File: src/hw/rtl/oaie_pkg.sv
// Shared types and constants for the ordered array insert/erase block.
package oaie_pkg;

  // Number of entry slots and the widths fixed by the item fields
  localparam int CAPACITY = 16;
  localparam int IDX_W    = 4;
  localparam int CNT_W    = 5;
  localparam int DATA_W   = 32;
  localparam int KIND_W   = 3;
  localparam int STAT_W   = 2;

  // Request kinds
  typedef enum logic [KIND_W-1:0] {
    KIND_INSERT = 3'd0,
    KIND_ERASE  = 3'd1,
    KIND_PUSH   = 3'd2,
    KIND_POP    = 3'd3,
    KIND_READ   = 3'd4
  } kind_t;

  // Result status codes
  typedef enum logic [STAT_W-1:0] {
    STAT_OK      = 2'd0,
    STAT_FULL    = 2'd1,
    STAT_INVALID = 2'd2,
    STAT_EMPTY   = 2'd3
  } status_t;

  // Controller states
  typedef enum logic [1:0] {
    S_IDLE = 2'd0,
    S_EXEC = 2'd1,
    S_DONE = 2'd2
  } state_t;

  // Commands from controller to datapath
  typedef struct packed {
    logic load;     // capture the incoming item
    logic execute;  // apply the captured request and register the result
  } cmd_t;

endpackage

File: src/hw/rtl/oaie_ctrl.sv
// Controller state machine: sequences capture, execute and result handoff.
module oaie_ctrl (
  input  logic           clk,
  input  logic           rst,
  input  logic           in_valid,
  input  logic           out_ready,
  output logic           in_ready,
  output logic           out_valid,
  output oaie_pkg::cmd_t cmd
);

  oaie_pkg::state_t state;
  oaie_pkg::state_t state_next;

  // State register
  always_ff @(posedge clk) begin
    if (rst) begin
      state <= oaie_pkg::S_IDLE;
    end else begin
      state <= state_next;
    end
  end

  // Next state
  always_comb begin
    state_next = state;
    unique case (state)
      oaie_pkg::S_IDLE: begin
        if (in_valid) state_next = oaie_pkg::S_EXEC;
      end
      oaie_pkg::S_EXEC: begin
        state_next = oaie_pkg::S_DONE;
      end
      oaie_pkg::S_DONE: begin
        if (out_ready) state_next = oaie_pkg::S_IDLE;
      end
      default: begin
        state_next = oaie_pkg::S_IDLE;
      end
    endcase
  end

  // Outputs
  always_comb begin
    in_ready    = 1'b0;
    out_valid   = 1'b0;
    cmd.load    = 1'b0;
    cmd.execute = 1'b0;
    unique case (state)
      oaie_pkg::S_IDLE: begin
        in_ready = 1'b1;
        cmd.load = in_valid;
      end
      oaie_pkg::S_EXEC: begin
        cmd.execute = 1'b1;
      end
      oaie_pkg::S_DONE: begin
        out_valid = 1'b1;
      end
      default: begin
        in_ready = 1'b0;
      end
    endcase
  end

endmodule

File: src/hw/rtl/oaie_datapath.sv
// Datapath: entry cells, fill count, request and result registers.
module oaie_datapath (
  input  logic                              clk,
  input  logic                              rst,
  input  oaie_pkg::cmd_t                    cmd,
  input  logic [oaie_pkg::KIND_W-1:0]       kind,
  input  logic [oaie_pkg::IDX_W-1:0]        position,
  input  logic signed [oaie_pkg::DATA_W-1:0] data_in,
  output logic [oaie_pkg::STAT_W-1:0]       status,
  output logic [oaie_pkg::CNT_W-1:0]        fill_count,
  output logic signed [oaie_pkg::DATA_W-1:0] data_out
);

  // Captured request
  logic [oaie_pkg::KIND_W-1:0] req_kind;
  logic [oaie_pkg::IDX_W-1:0]  req_pos;
  logic [oaie_pkg::DATA_W-1:0] req_data;

  // Array state
  logic [oaie_pkg::DATA_W-1:0] entries      [oaie_pkg::CAPACITY];
  logic [oaie_pkg::DATA_W-1:0] entries_next [oaie_pkg::CAPACITY];
  logic [oaie_pkg::CNT_W-1:0]  count;
  logic [oaie_pkg::CNT_W-1:0]  count_next;

  // Decoded operation
  logic                        is_full;
  logic                        is_empty;
  logic                        pos_le_count;
  logic                        pos_lt_count;
  logic                        do_insert;
  logic                        do_erase;
  logic                        do_push;
  logic                        do_read;
  oaie_pkg::status_t           stat_next;
  logic [oaie_pkg::CNT_W-1:0]  pos_ext;

  assign pos_ext      = oaie_pkg::CNT_W'(req_pos);
  assign is_full      = (count >= oaie_pkg::CNT_W'(oaie_pkg::CAPACITY));
  assign is_empty     = (count == '0);
  assign pos_le_count = (pos_ext <= count);
  assign pos_lt_count = (pos_ext < count);

  // Request decode and status
  always_comb begin
    do_insert  = 1'b0;
    do_erase   = 1'b0;
    do_push    = 1'b0;
    do_read    = 1'b0;
    stat_next  = oaie_pkg::STAT_OK;
    count_next = count;
    unique case (oaie_pkg::kind_t'(req_kind))
      oaie_pkg::KIND_INSERT: begin
        if (is_full) begin
          stat_next = oaie_pkg::STAT_FULL;
        end else if (!pos_le_count) begin
          stat_next = oaie_pkg::STAT_INVALID;
        end else begin
          do_insert  = 1'b1;
          count_next = count + 1'b1;
        end
      end
      oaie_pkg::KIND_ERASE: begin
        if (!pos_lt_count) begin
          stat_next = oaie_pkg::STAT_INVALID;
        end else begin
          do_erase   = 1'b1;
          count_next = count - 1'b1;
        end
      end
      oaie_pkg::KIND_PUSH: begin
        if (is_full) begin
          stat_next = oaie_pkg::STAT_FULL;
        end else begin
          do_push    = 1'b1;
          count_next = count + 1'b1;
        end
      end
      oaie_pkg::KIND_POP: begin
        if (is_empty) begin
          stat_next = oaie_pkg::STAT_EMPTY;
        end else begin
          count_next = count - 1'b1;
        end
      end
      oaie_pkg::KIND_READ: begin
        if (!pos_lt_count) begin
          stat_next = oaie_pkg::STAT_INVALID;
        end else begin
          do_read = 1'b1;
        end
      end
      default: begin
        stat_next = oaie_pkg::STAT_INVALID;
      end
    endcase
  end

  // Per-cell update: each cell picks its own, its lower or upper neighbor,
  // or the new value. Cells above the count may take junk; never read.
  always_comb begin
    for (int k = 0; k < oaie_pkg::CAPACITY; k++) begin
      entries_next[k] = entries[k];
      if (do_insert) begin
        if (oaie_pkg::IDX_W'(k) == req_pos) begin
          entries_next[k] = req_data;
        end else if (oaie_pkg::IDX_W'(k) > req_pos) begin
          entries_next[k] = entries[(k > 0) ? k - 1 : 0];
        end
      end else if (do_erase) begin
        if (oaie_pkg::IDX_W'(k) >= req_pos && k < oaie_pkg::CAPACITY - 1) begin
          entries_next[k] = entries[(k < oaie_pkg::CAPACITY - 1) ? k + 1 : k];
        end
      end else if (do_push) begin
        if (oaie_pkg::CNT_W'(k) == count) begin
          entries_next[k] = req_data;
        end
      end
    end
  end

  // Request capture
  always_ff @(posedge clk) begin
    if (cmd.load) begin
      req_kind <= kind;
      req_pos  <= position;
      req_data <= data_in;
    end
  end

  // Entry cells
  always_ff @(posedge clk) begin
    if (cmd.execute) begin
      for (int k = 0; k < oaie_pkg::CAPACITY; k++) begin
        entries[k] <= entries_next[k];
      end
    end
  end

  // Fill count
  always_ff @(posedge clk) begin
    if (rst) begin
      count <= '0;
    end else if (cmd.execute) begin
      count <= count_next;
    end
  end

  // Result register
  always_ff @(posedge clk) begin
    if (cmd.execute) begin
      status     <= stat_next;
      fill_count <= count_next;
      data_out   <= do_read ? entries[req_pos] : '0;
    end
  end

endmodule

File: src/hw/rtl/ordered_array_insert_erase.sv
// Top level: fixed-capacity ordered array with insert, erase, push, pop, read.
//
// Input channel (in_valid/in_ready) carries one request item: kind,
// position and data_in. Output channel (out_valid/out_ready) returns one
// result item per request: status, fill_count after the request, and
// data_out (the entry for a successful read, otherwise zero).
// One request is in flight at a time. A request is captured at the accepting
// edge, executed in the next cycle (all cells shift in parallel), and its
// result is offered on the cycle after that. in_ready returns only after
// the result is taken, so no new item is accepted until the capture /
// execute / deliver sequence of the controller has run to its end.
// While the receiver stalls, the result is held steady and no new item is
// accepted. Synchronous reset (rst) empties the array: the fill count goes
// to zero and the controller returns to idle. Entry contents are not
// cleared; only entries below the fill count are ever returned.
module ordered_array_insert_erase (
  input  logic                               clk,
  input  logic                               rst,
  input  logic                               in_valid,
  output logic                               in_ready,
  input  logic [oaie_pkg::KIND_W-1:0]        kind,
  input  logic [oaie_pkg::IDX_W-1:0]         position,
  input  logic signed [oaie_pkg::DATA_W-1:0] data_in,
  output logic                               out_valid,
  input  logic                               out_ready,
  output logic [oaie_pkg::STAT_W-1:0]        status,
  output logic [oaie_pkg::CNT_W-1:0]         fill_count,
  output logic signed [oaie_pkg::DATA_W-1:0] data_out
);

  oaie_pkg::cmd_t cmd;

  oaie_ctrl u_ctrl (
    .clk       (clk),
    .rst       (rst),
    .in_valid  (in_valid),
    .out_ready (out_ready),
    .in_ready  (in_ready),
    .out_valid (out_valid),
    .cmd       (cmd)
  );

  oaie_datapath u_datapath (
    .clk        (clk),
    .rst        (rst),
    .cmd        (cmd),
    .kind       (kind),
    .position   (position),
    .data_in    (data_in),
    .status     (status),
    .fill_count (fill_count),
    .data_out   (data_out)
  );

  // One item at a time: never ready for input while a result is offered
  a_one_in_flight: assert property (@(posedge clk) disable iff (rst)
    !(in_ready && out_valid))
    else $error("input ready while result pending");

  // Fill count never exceeds the capacity
  a_count_bound: assert property (@(posedge clk) disable iff (rst)
    out_valid |-> (fill_count <= oaie_pkg::CNT_W'(oaie_pkg::CAPACITY)))
    else $error("fill count above capacity");

  // Nonzero read data only comes with an ok status
  a_data_ok: assert property (@(posedge clk) disable iff (rst)
    (out_valid && data_out != '0) |-> (status == oaie_pkg::STAT_OK))
    else $error("read data on failed request");

  // An accepted item closes the input side on the next cycle
  a_accept_closes: assert property (@(posedge clk) disable iff (rst)
    (in_valid && in_ready) |=> !in_ready)
    else $error("input still ready after accept");

endmodule

File: config.mk
export PLATFORM = sky130hd
export DESIGN_NAME = ordered_array_insert_erase
export DESIGN_NICKNAME = d
export VERILOG_FILES = /design/src/hw/rtl/oaie_pkg.sv /design/src/hw/rtl/oaie_ctrl.sv /design/src/hw/rtl/oaie_datapath.sv /design/src/hw/rtl/ordered_array_insert_erase.sv
export SDC_FILE = /design/constraint.sdc
export NUM_CORES = 2
export LEC_CHECK = 0
export BUFFER_PORTS_ARGS = -buffer_cell sky130_fd_sc_hd__buf_4
export CAP_MARGIN = 20
export CORE_UTILIZATION = 30
export CTS_BUF_LIST = sky130_fd_sc_hd__clkbuf_4 sky130_fd_sc_hd__clkbuf_8 sky130_fd_sc_hd__clkbuf_16
export DETAILED_ROUTE_END_ITERATION = 8
export PLACE_DENSITY = 0.48
export REMOVE_ABC_BUFFERS = 1
export SKIP_CTS_REPAIR_TIMING = 1
export SLEW_MARGIN = 20
export SYNTH_ARGS = -nofsm -noshare
export SYNTH_HDL_FRONTEND = slang
export SYNTH_SLANG_ARGS = --single-unit
File: constraint.sdc
create_clock -name clk -period 6.9 [get_ports clk]
set_input_delay 0.345 -clock clk [delete_from_list [all_inputs] [get_ports clk]]
set_output_delay 0.345 -clock clk [all_outputs]
set_load 0.01 [all_outputs]
=== Yosys cells after proc, flatten, opt, wreduce, memory -nomap -nowiden ===
Memory sizes are Yosys's and may differ from the RTL's. A register that Yosys moved wholly into a read port is not among the register bits.
Cells that the tools add are included.

* Order comparisons: 33
* Multiplexer cells: 139
* Add/subtract/negate cells: 2
* Equality and inequality tests: 38
* Reduce and logical (&&, ||, !) cells: 7

{| class="wikitable"
|+ Operators by type and width
! kind !! count
|-
| $mux 32 || 110
|-
| $eq 4x5->1 const A || 8
|-
| $eq 4x4->1 const A || 8
|-
| $gt 4x4->1 const A || 8
|-
| $ge 4x4->1 const A || 7
|-
| $mux 5 || 5
|-
| $eq 3x5->1 const A || 4
|-
| $pmux 5 s4 || 1
|-
| $eq 3x4->1 const A || 4
|-
| $ge 3x4->1 const A || 4
|-
| $gt 3x4->1 const A || 4
|-
| $mux 1 || 15
|-
| $mux 2 || 6
|-
| $eq 2x5->1 const A || 2
|-
| $eq 2x4->1 const A || 2
|-
| $ge 1x4->1 const A || 2
|-
| $ge 2x4->1 const A || 2
|-
| $gt 2x4->1 const A || 2
|-
| $pmux 2 s4 || 1
|-
| $eq 3x2->1 const B || 2
|-
| $pmux 2 s3 || 1
|-
| $add 5x1->5 const B || 1
|-
| $eq 1x5->1 const A || 1
|-
| $ge 5x5->1 const B || 1
|-
| 17 further kinds || 18
|}

* Register bits: 53
* Output and inout bits: 41
* RAM bits: 512
* Word-level logic and storage cells: 227
* Memories kept: 1
* Input bits: 43

{| class="wikitable"
|+ Memories
! name !! depth !! width !! read ports !! clocked after Yosys merged registers in !! write ports !! RTL line !! RTL
|-
| u_datapath.entries || 16 || 32 || 17 || 1 || 16 || oaie_datapath.sv:20 || <nowiki>logic [oaie_pkg::DATA_W-1:0] entries [oaie_pkg::CAPACITY];</nowiki>
|}

=== Logic depth before layout (Yosys ltp) ===
* Depth in word-level cells: 6
* Mapped depth: 14
* Depth with buffers taken out: 8

=== By module ===
A second synthesis with hierarchy kept.

* Cells, all modules: 2479
* Area, all modules: 31676.6 µm²

{| class="wikitable"
|+ Modules (own cells, without submodules)
! module !! area an instance (µm²) !! times used !! sequential area each (µm²) !! cells an instance
|-
| oaie_datapath || 31574.0 || 1 || 17817.1 || 2469
|-
| oaie_ctrl || 102.6 || 1 || 40.0 || 10
|}

=== Worst setup path after synthesis ===
No wires, ideal clock.

* Kind: reg2reg
* Start point: reg u_datapath.req_pos[0] (netlist name)
* End point: mem u_datapath.entries[12][0] (netlist bit) (enable)
* Buffers on the path: 4
* Path slack: 1.374 ns
* Required time: 6.420 ns
* Arrival time: 5.046 ns
* Clock period less this slack: 5.526 ns
* Library setup time: 0.480 ns
* Stages on the path, launching flop included: 12
* Path through: edfxtp_1 -> clkbuf_1 -> clkbuf_1 -> inv_1 -> ha_1 -> nor2b_4 -> o311ai_0 -> and2_1 -> clkbuf_1 -> clkbuf_1 -> o21ai_1 -> a311oi_1

{| class="wikitable"
|+ RTL lines
! element !! RTL line
|-
| end, declared || oaie_datapath.sv:20
|}

==> impl_metrics.json <==
{
  "status": "complete, but fails checks",
  "violations": "DRC",
  "antenna_cells": 0,
  "finalHoldViolCount": 0,
  "synthesis.area_um2": 31910,
  "crit_family": "buffers and inverters",
  "fmax_ghz": 0.2034,
  "drive_above_1_share_pct": 22.88,
  "overflow": 0,
  "totalWireLength_um": 119200,
  "fin_skew_ps": 25.70,
  "end_kind": "register",
  "design.core.area_um2": 105400,
  "critPathMaxStageDelay_ps": 840,
  "clk_path_buf_depth": 3,
  "worst_pin_slew_ps": 1274,
  "first_pass_iters": 8,
  "cts_tree": "built",
  "slew_viol_final": 0,
  "grt_usage_pct": 21.71,
  "fp.dieW_um": 328.1,
  "crit_required_ps": 7280,
  "crit_slowest_cell": "buf_4",
  "maxSlewHeadroom_pct": 15.06,
  "synth_edf_count": 590,
  "grt_pass1_wl_um": 170400,
  "synth_cell_types": 56,
  "place_congestion": 0.8361,
  "yosys_register_bits": 597,
  "synth_async_sr_flop_share_pct": 0,
  "synth.avg_cell_area_um2": 14.00,
  "rsz0062_at_grt": "no",
  "synthCells": 2279,
  "initial_core_util_pct": 30.27,
  "chipHeight_um": 328.1,
  "ant_nets": 0,
  "num_rows": 119,
  "grt_max_degree": 200,
  "finalWorstSetupSlack_ps": 1983,
  "setup_violations": 0,
  "leakage_nw": 13.02,
  "worst-path-buf-inv": 3,
  "portBuffers": 83,
  "grt_pass1_vias": 22792,
  "pre_cts_ws_ps": 2066,
  "drcViolationCount": 14,
  "cap_violations": 0,
  "fin_crit_sh_pct": 71.27,
  "root_buffer": "clkbuf_16",
  "final_core_util_pct": 35.24,
  "power_density_nw_per_um2": 243.1,
  "ioPinCount": 84,
  "ir_drop_uv": 153.6,
  "worst-path-max-fanout": 78,
  "crit_path_frequent_cell": "buf_4",
  "startpoint_type": "register",
  "detailed_place_hpwl_um": 66560,
  "cts_buffers": 74,
  "worst-setup-path-type": "reg2reg",
  "syn_to_final_growth_pct": 16.41,
  "routed_via_density": 6.176,
  "cts_sinks": 597,
  "wire_per_inst_um": 31.64,
  "worstPathCellList": "inv_1 > ha_1 > nor2b_4 > o311ai_0 > and2_4 > buf_4 > buf_4 > mux2_2",
  "final_nets": 2370,
  "ys_warn_count": 0,
  "clkTransAtPathRegs_ps": 60,
  "ys_seq_area_share_pct": 55.96,
  "hold_class": "in2reg",
  "clock_latency_ps": 650,
  "dieArea_um2": 107700,
  "antenna_found_initial": 4,
  "drt_iter0_drc": 3218,
  "vias": 23276,
  "finalCriticalPeriod_ps": 4917,
  "num-fill-cells": 10107,
  "crit_arrival_ps": 5300,
  "cts_max_level": 3,
  "synth-main-ff-cell": "edfxtp_1"
}
## routing by layer
layer	GRT usage, %	wire, um	vias to the layer above
met2	33.36	53810	1351
met5	0	0	-
met4	7.088	3371	0
met1	30.76	51640	12244
met3	4.046	10410	205
li1	-	-	9476
## Yosys cell counts, types with 3 or more instances
cell type	n	area, um2
edfxtp_1	590	17720
a221o_1	242	2422
clkbuf_1	191	716.9
a21o_1	182	1366
and2_1	182	1139
a22o_1	174	1524
mux4_2	132	2973
nor2b_1	92	575.6
mux2_2	79	889.6
nand2_1	68	255.2
nor2_1	43	161.4
a22oi_1	41	307.8
buf_2	31	155.2
a21oi_1	26	130.1
o21ai_0	25	125.1
nor3_1	18	90.09
inv_1	16	60.06
nand3_1	15	75.07
a221oi_1	14	122.6
mux2i_1	14	140.1
nand2b_1	11	68.82
ha_1	10	125.1
dfxtp_1	7	140.1
a222oi_1	6	60.06
buf_1	6	22.52
buf_6	5	56.30
a311oi_1	4	35.03
o311ai_0	4	35.03
o31ai_1	4	30.03
a211oi_1	3	22.52
a32oi_1	3	26.28
nand4_1	3	18.77
o22ai_1	3	18.77
o32ai_1	3	26.28
or2_2	3	18.77
or3_1	3	18.77
## stage by stage
step	area (um2)	setup TNS [ps]	cells	power [mW]	hold WS [ps]
3_5_place_dp	34280	0	3588	5.173	525.1
3_3_place_gp	34280	0	3588	5.154	524.2
4_1_cts	36660	0	3725	9.086	-167.8
5_1_grt	37140	0	3769	9.296	5.219
6_report	37140	0	3769	9.029	30.15
2_1_floorplan	30960	-7343080	2046	4.842	414.1
## where the power goes
group / internal (mW) / total, mW / switching (mW) / leakage [nW]
registers: 4.07 / 4.16 / 0.0829 / 5.40
clock network: 2.26 / 3.90 / 1.64 / 1.17
logic: 0.443 / 0.973 / 0.530 / 6.45
## state kept, by name (all words and copies together), names as in the netlist
name	count
u_datapath.entries	512
u_datapath.req_kind	3
u_datapath.data_out	32
u_datapath.req_pos	4
u_datapath.req_data	32
u_datapath.fill_count	5
u_datapath.count	5
u_datapath.status	2
u_ctrl.state	2
## worst register-to-register path, stage by stage (launching register included)
cell	delay [ps]
dfxtp_1	440
inv_1	180
ha_1	350
nor2b_4	140
o311ai_0	730
and2_4	710
buf_4	760
buf_4	910
mux2_2	440
## cell families (layout without fill, tap and decap cells)
| family | count (synthesis) | count (layout) | synth area share (%) |
|---|---|---|---|
| compound gates | 747 | 747 | 20.00 |
| xor+xnor | 2 | 2 | 0.05491 |
| fa+ha+maj | 10 | 10 | 0.3921 |
| buf+inv | 249 | 348 | 3.168 |
| flops | 597 | 597 | 55.96 |
| mux | 225 | 225 | 12.54 |
| simple gates | 449 | 449 | 7.881 |
## layout by cell type, fill, tap and decap left out, drive strengths merged, types with 29 or more instances in the layout
cell type    instances
a22oi               41
a21o               184
nor2                43
nand2               68
a22o               174
clkinv              29
mux4               132
and2               183
dlygate4sd3         41
edfxtp             590
a221o              242
mux2                79
clkbuf              95
buf                154
nor2b               93
## final timing paths
kind,from,endpoint,slack (ps),cells past startpoint
worst max-delay path,u_datapath.count[1],u_datapath.entries[0][2],1980,8
worst min register to register,u_datapath.entries[15][28],u_datapath.entries[14][28],580,1
worst min-delay path,position[0],u_datapath.req_pos[0],30,1
worst max register to register,u_datapath.count[1],u_datapath.entries[0][2],1980,8
## final cells by class
class	instances	area [um2]	share of cell area (%)
Multi-Input combinational cell	1433	13440	36.17
Clock buffer	95	2044	5.504
Tap cell	1391	1740	4.686
Sequential cell	597	17860	48.07
Timing Repair Buffer	195	1664	4.480
Clock inverter	42	342.8	0.9230
Inverter	16	60.06	0.1617
No activity file was read; power rests on OpenSTA's default activity.
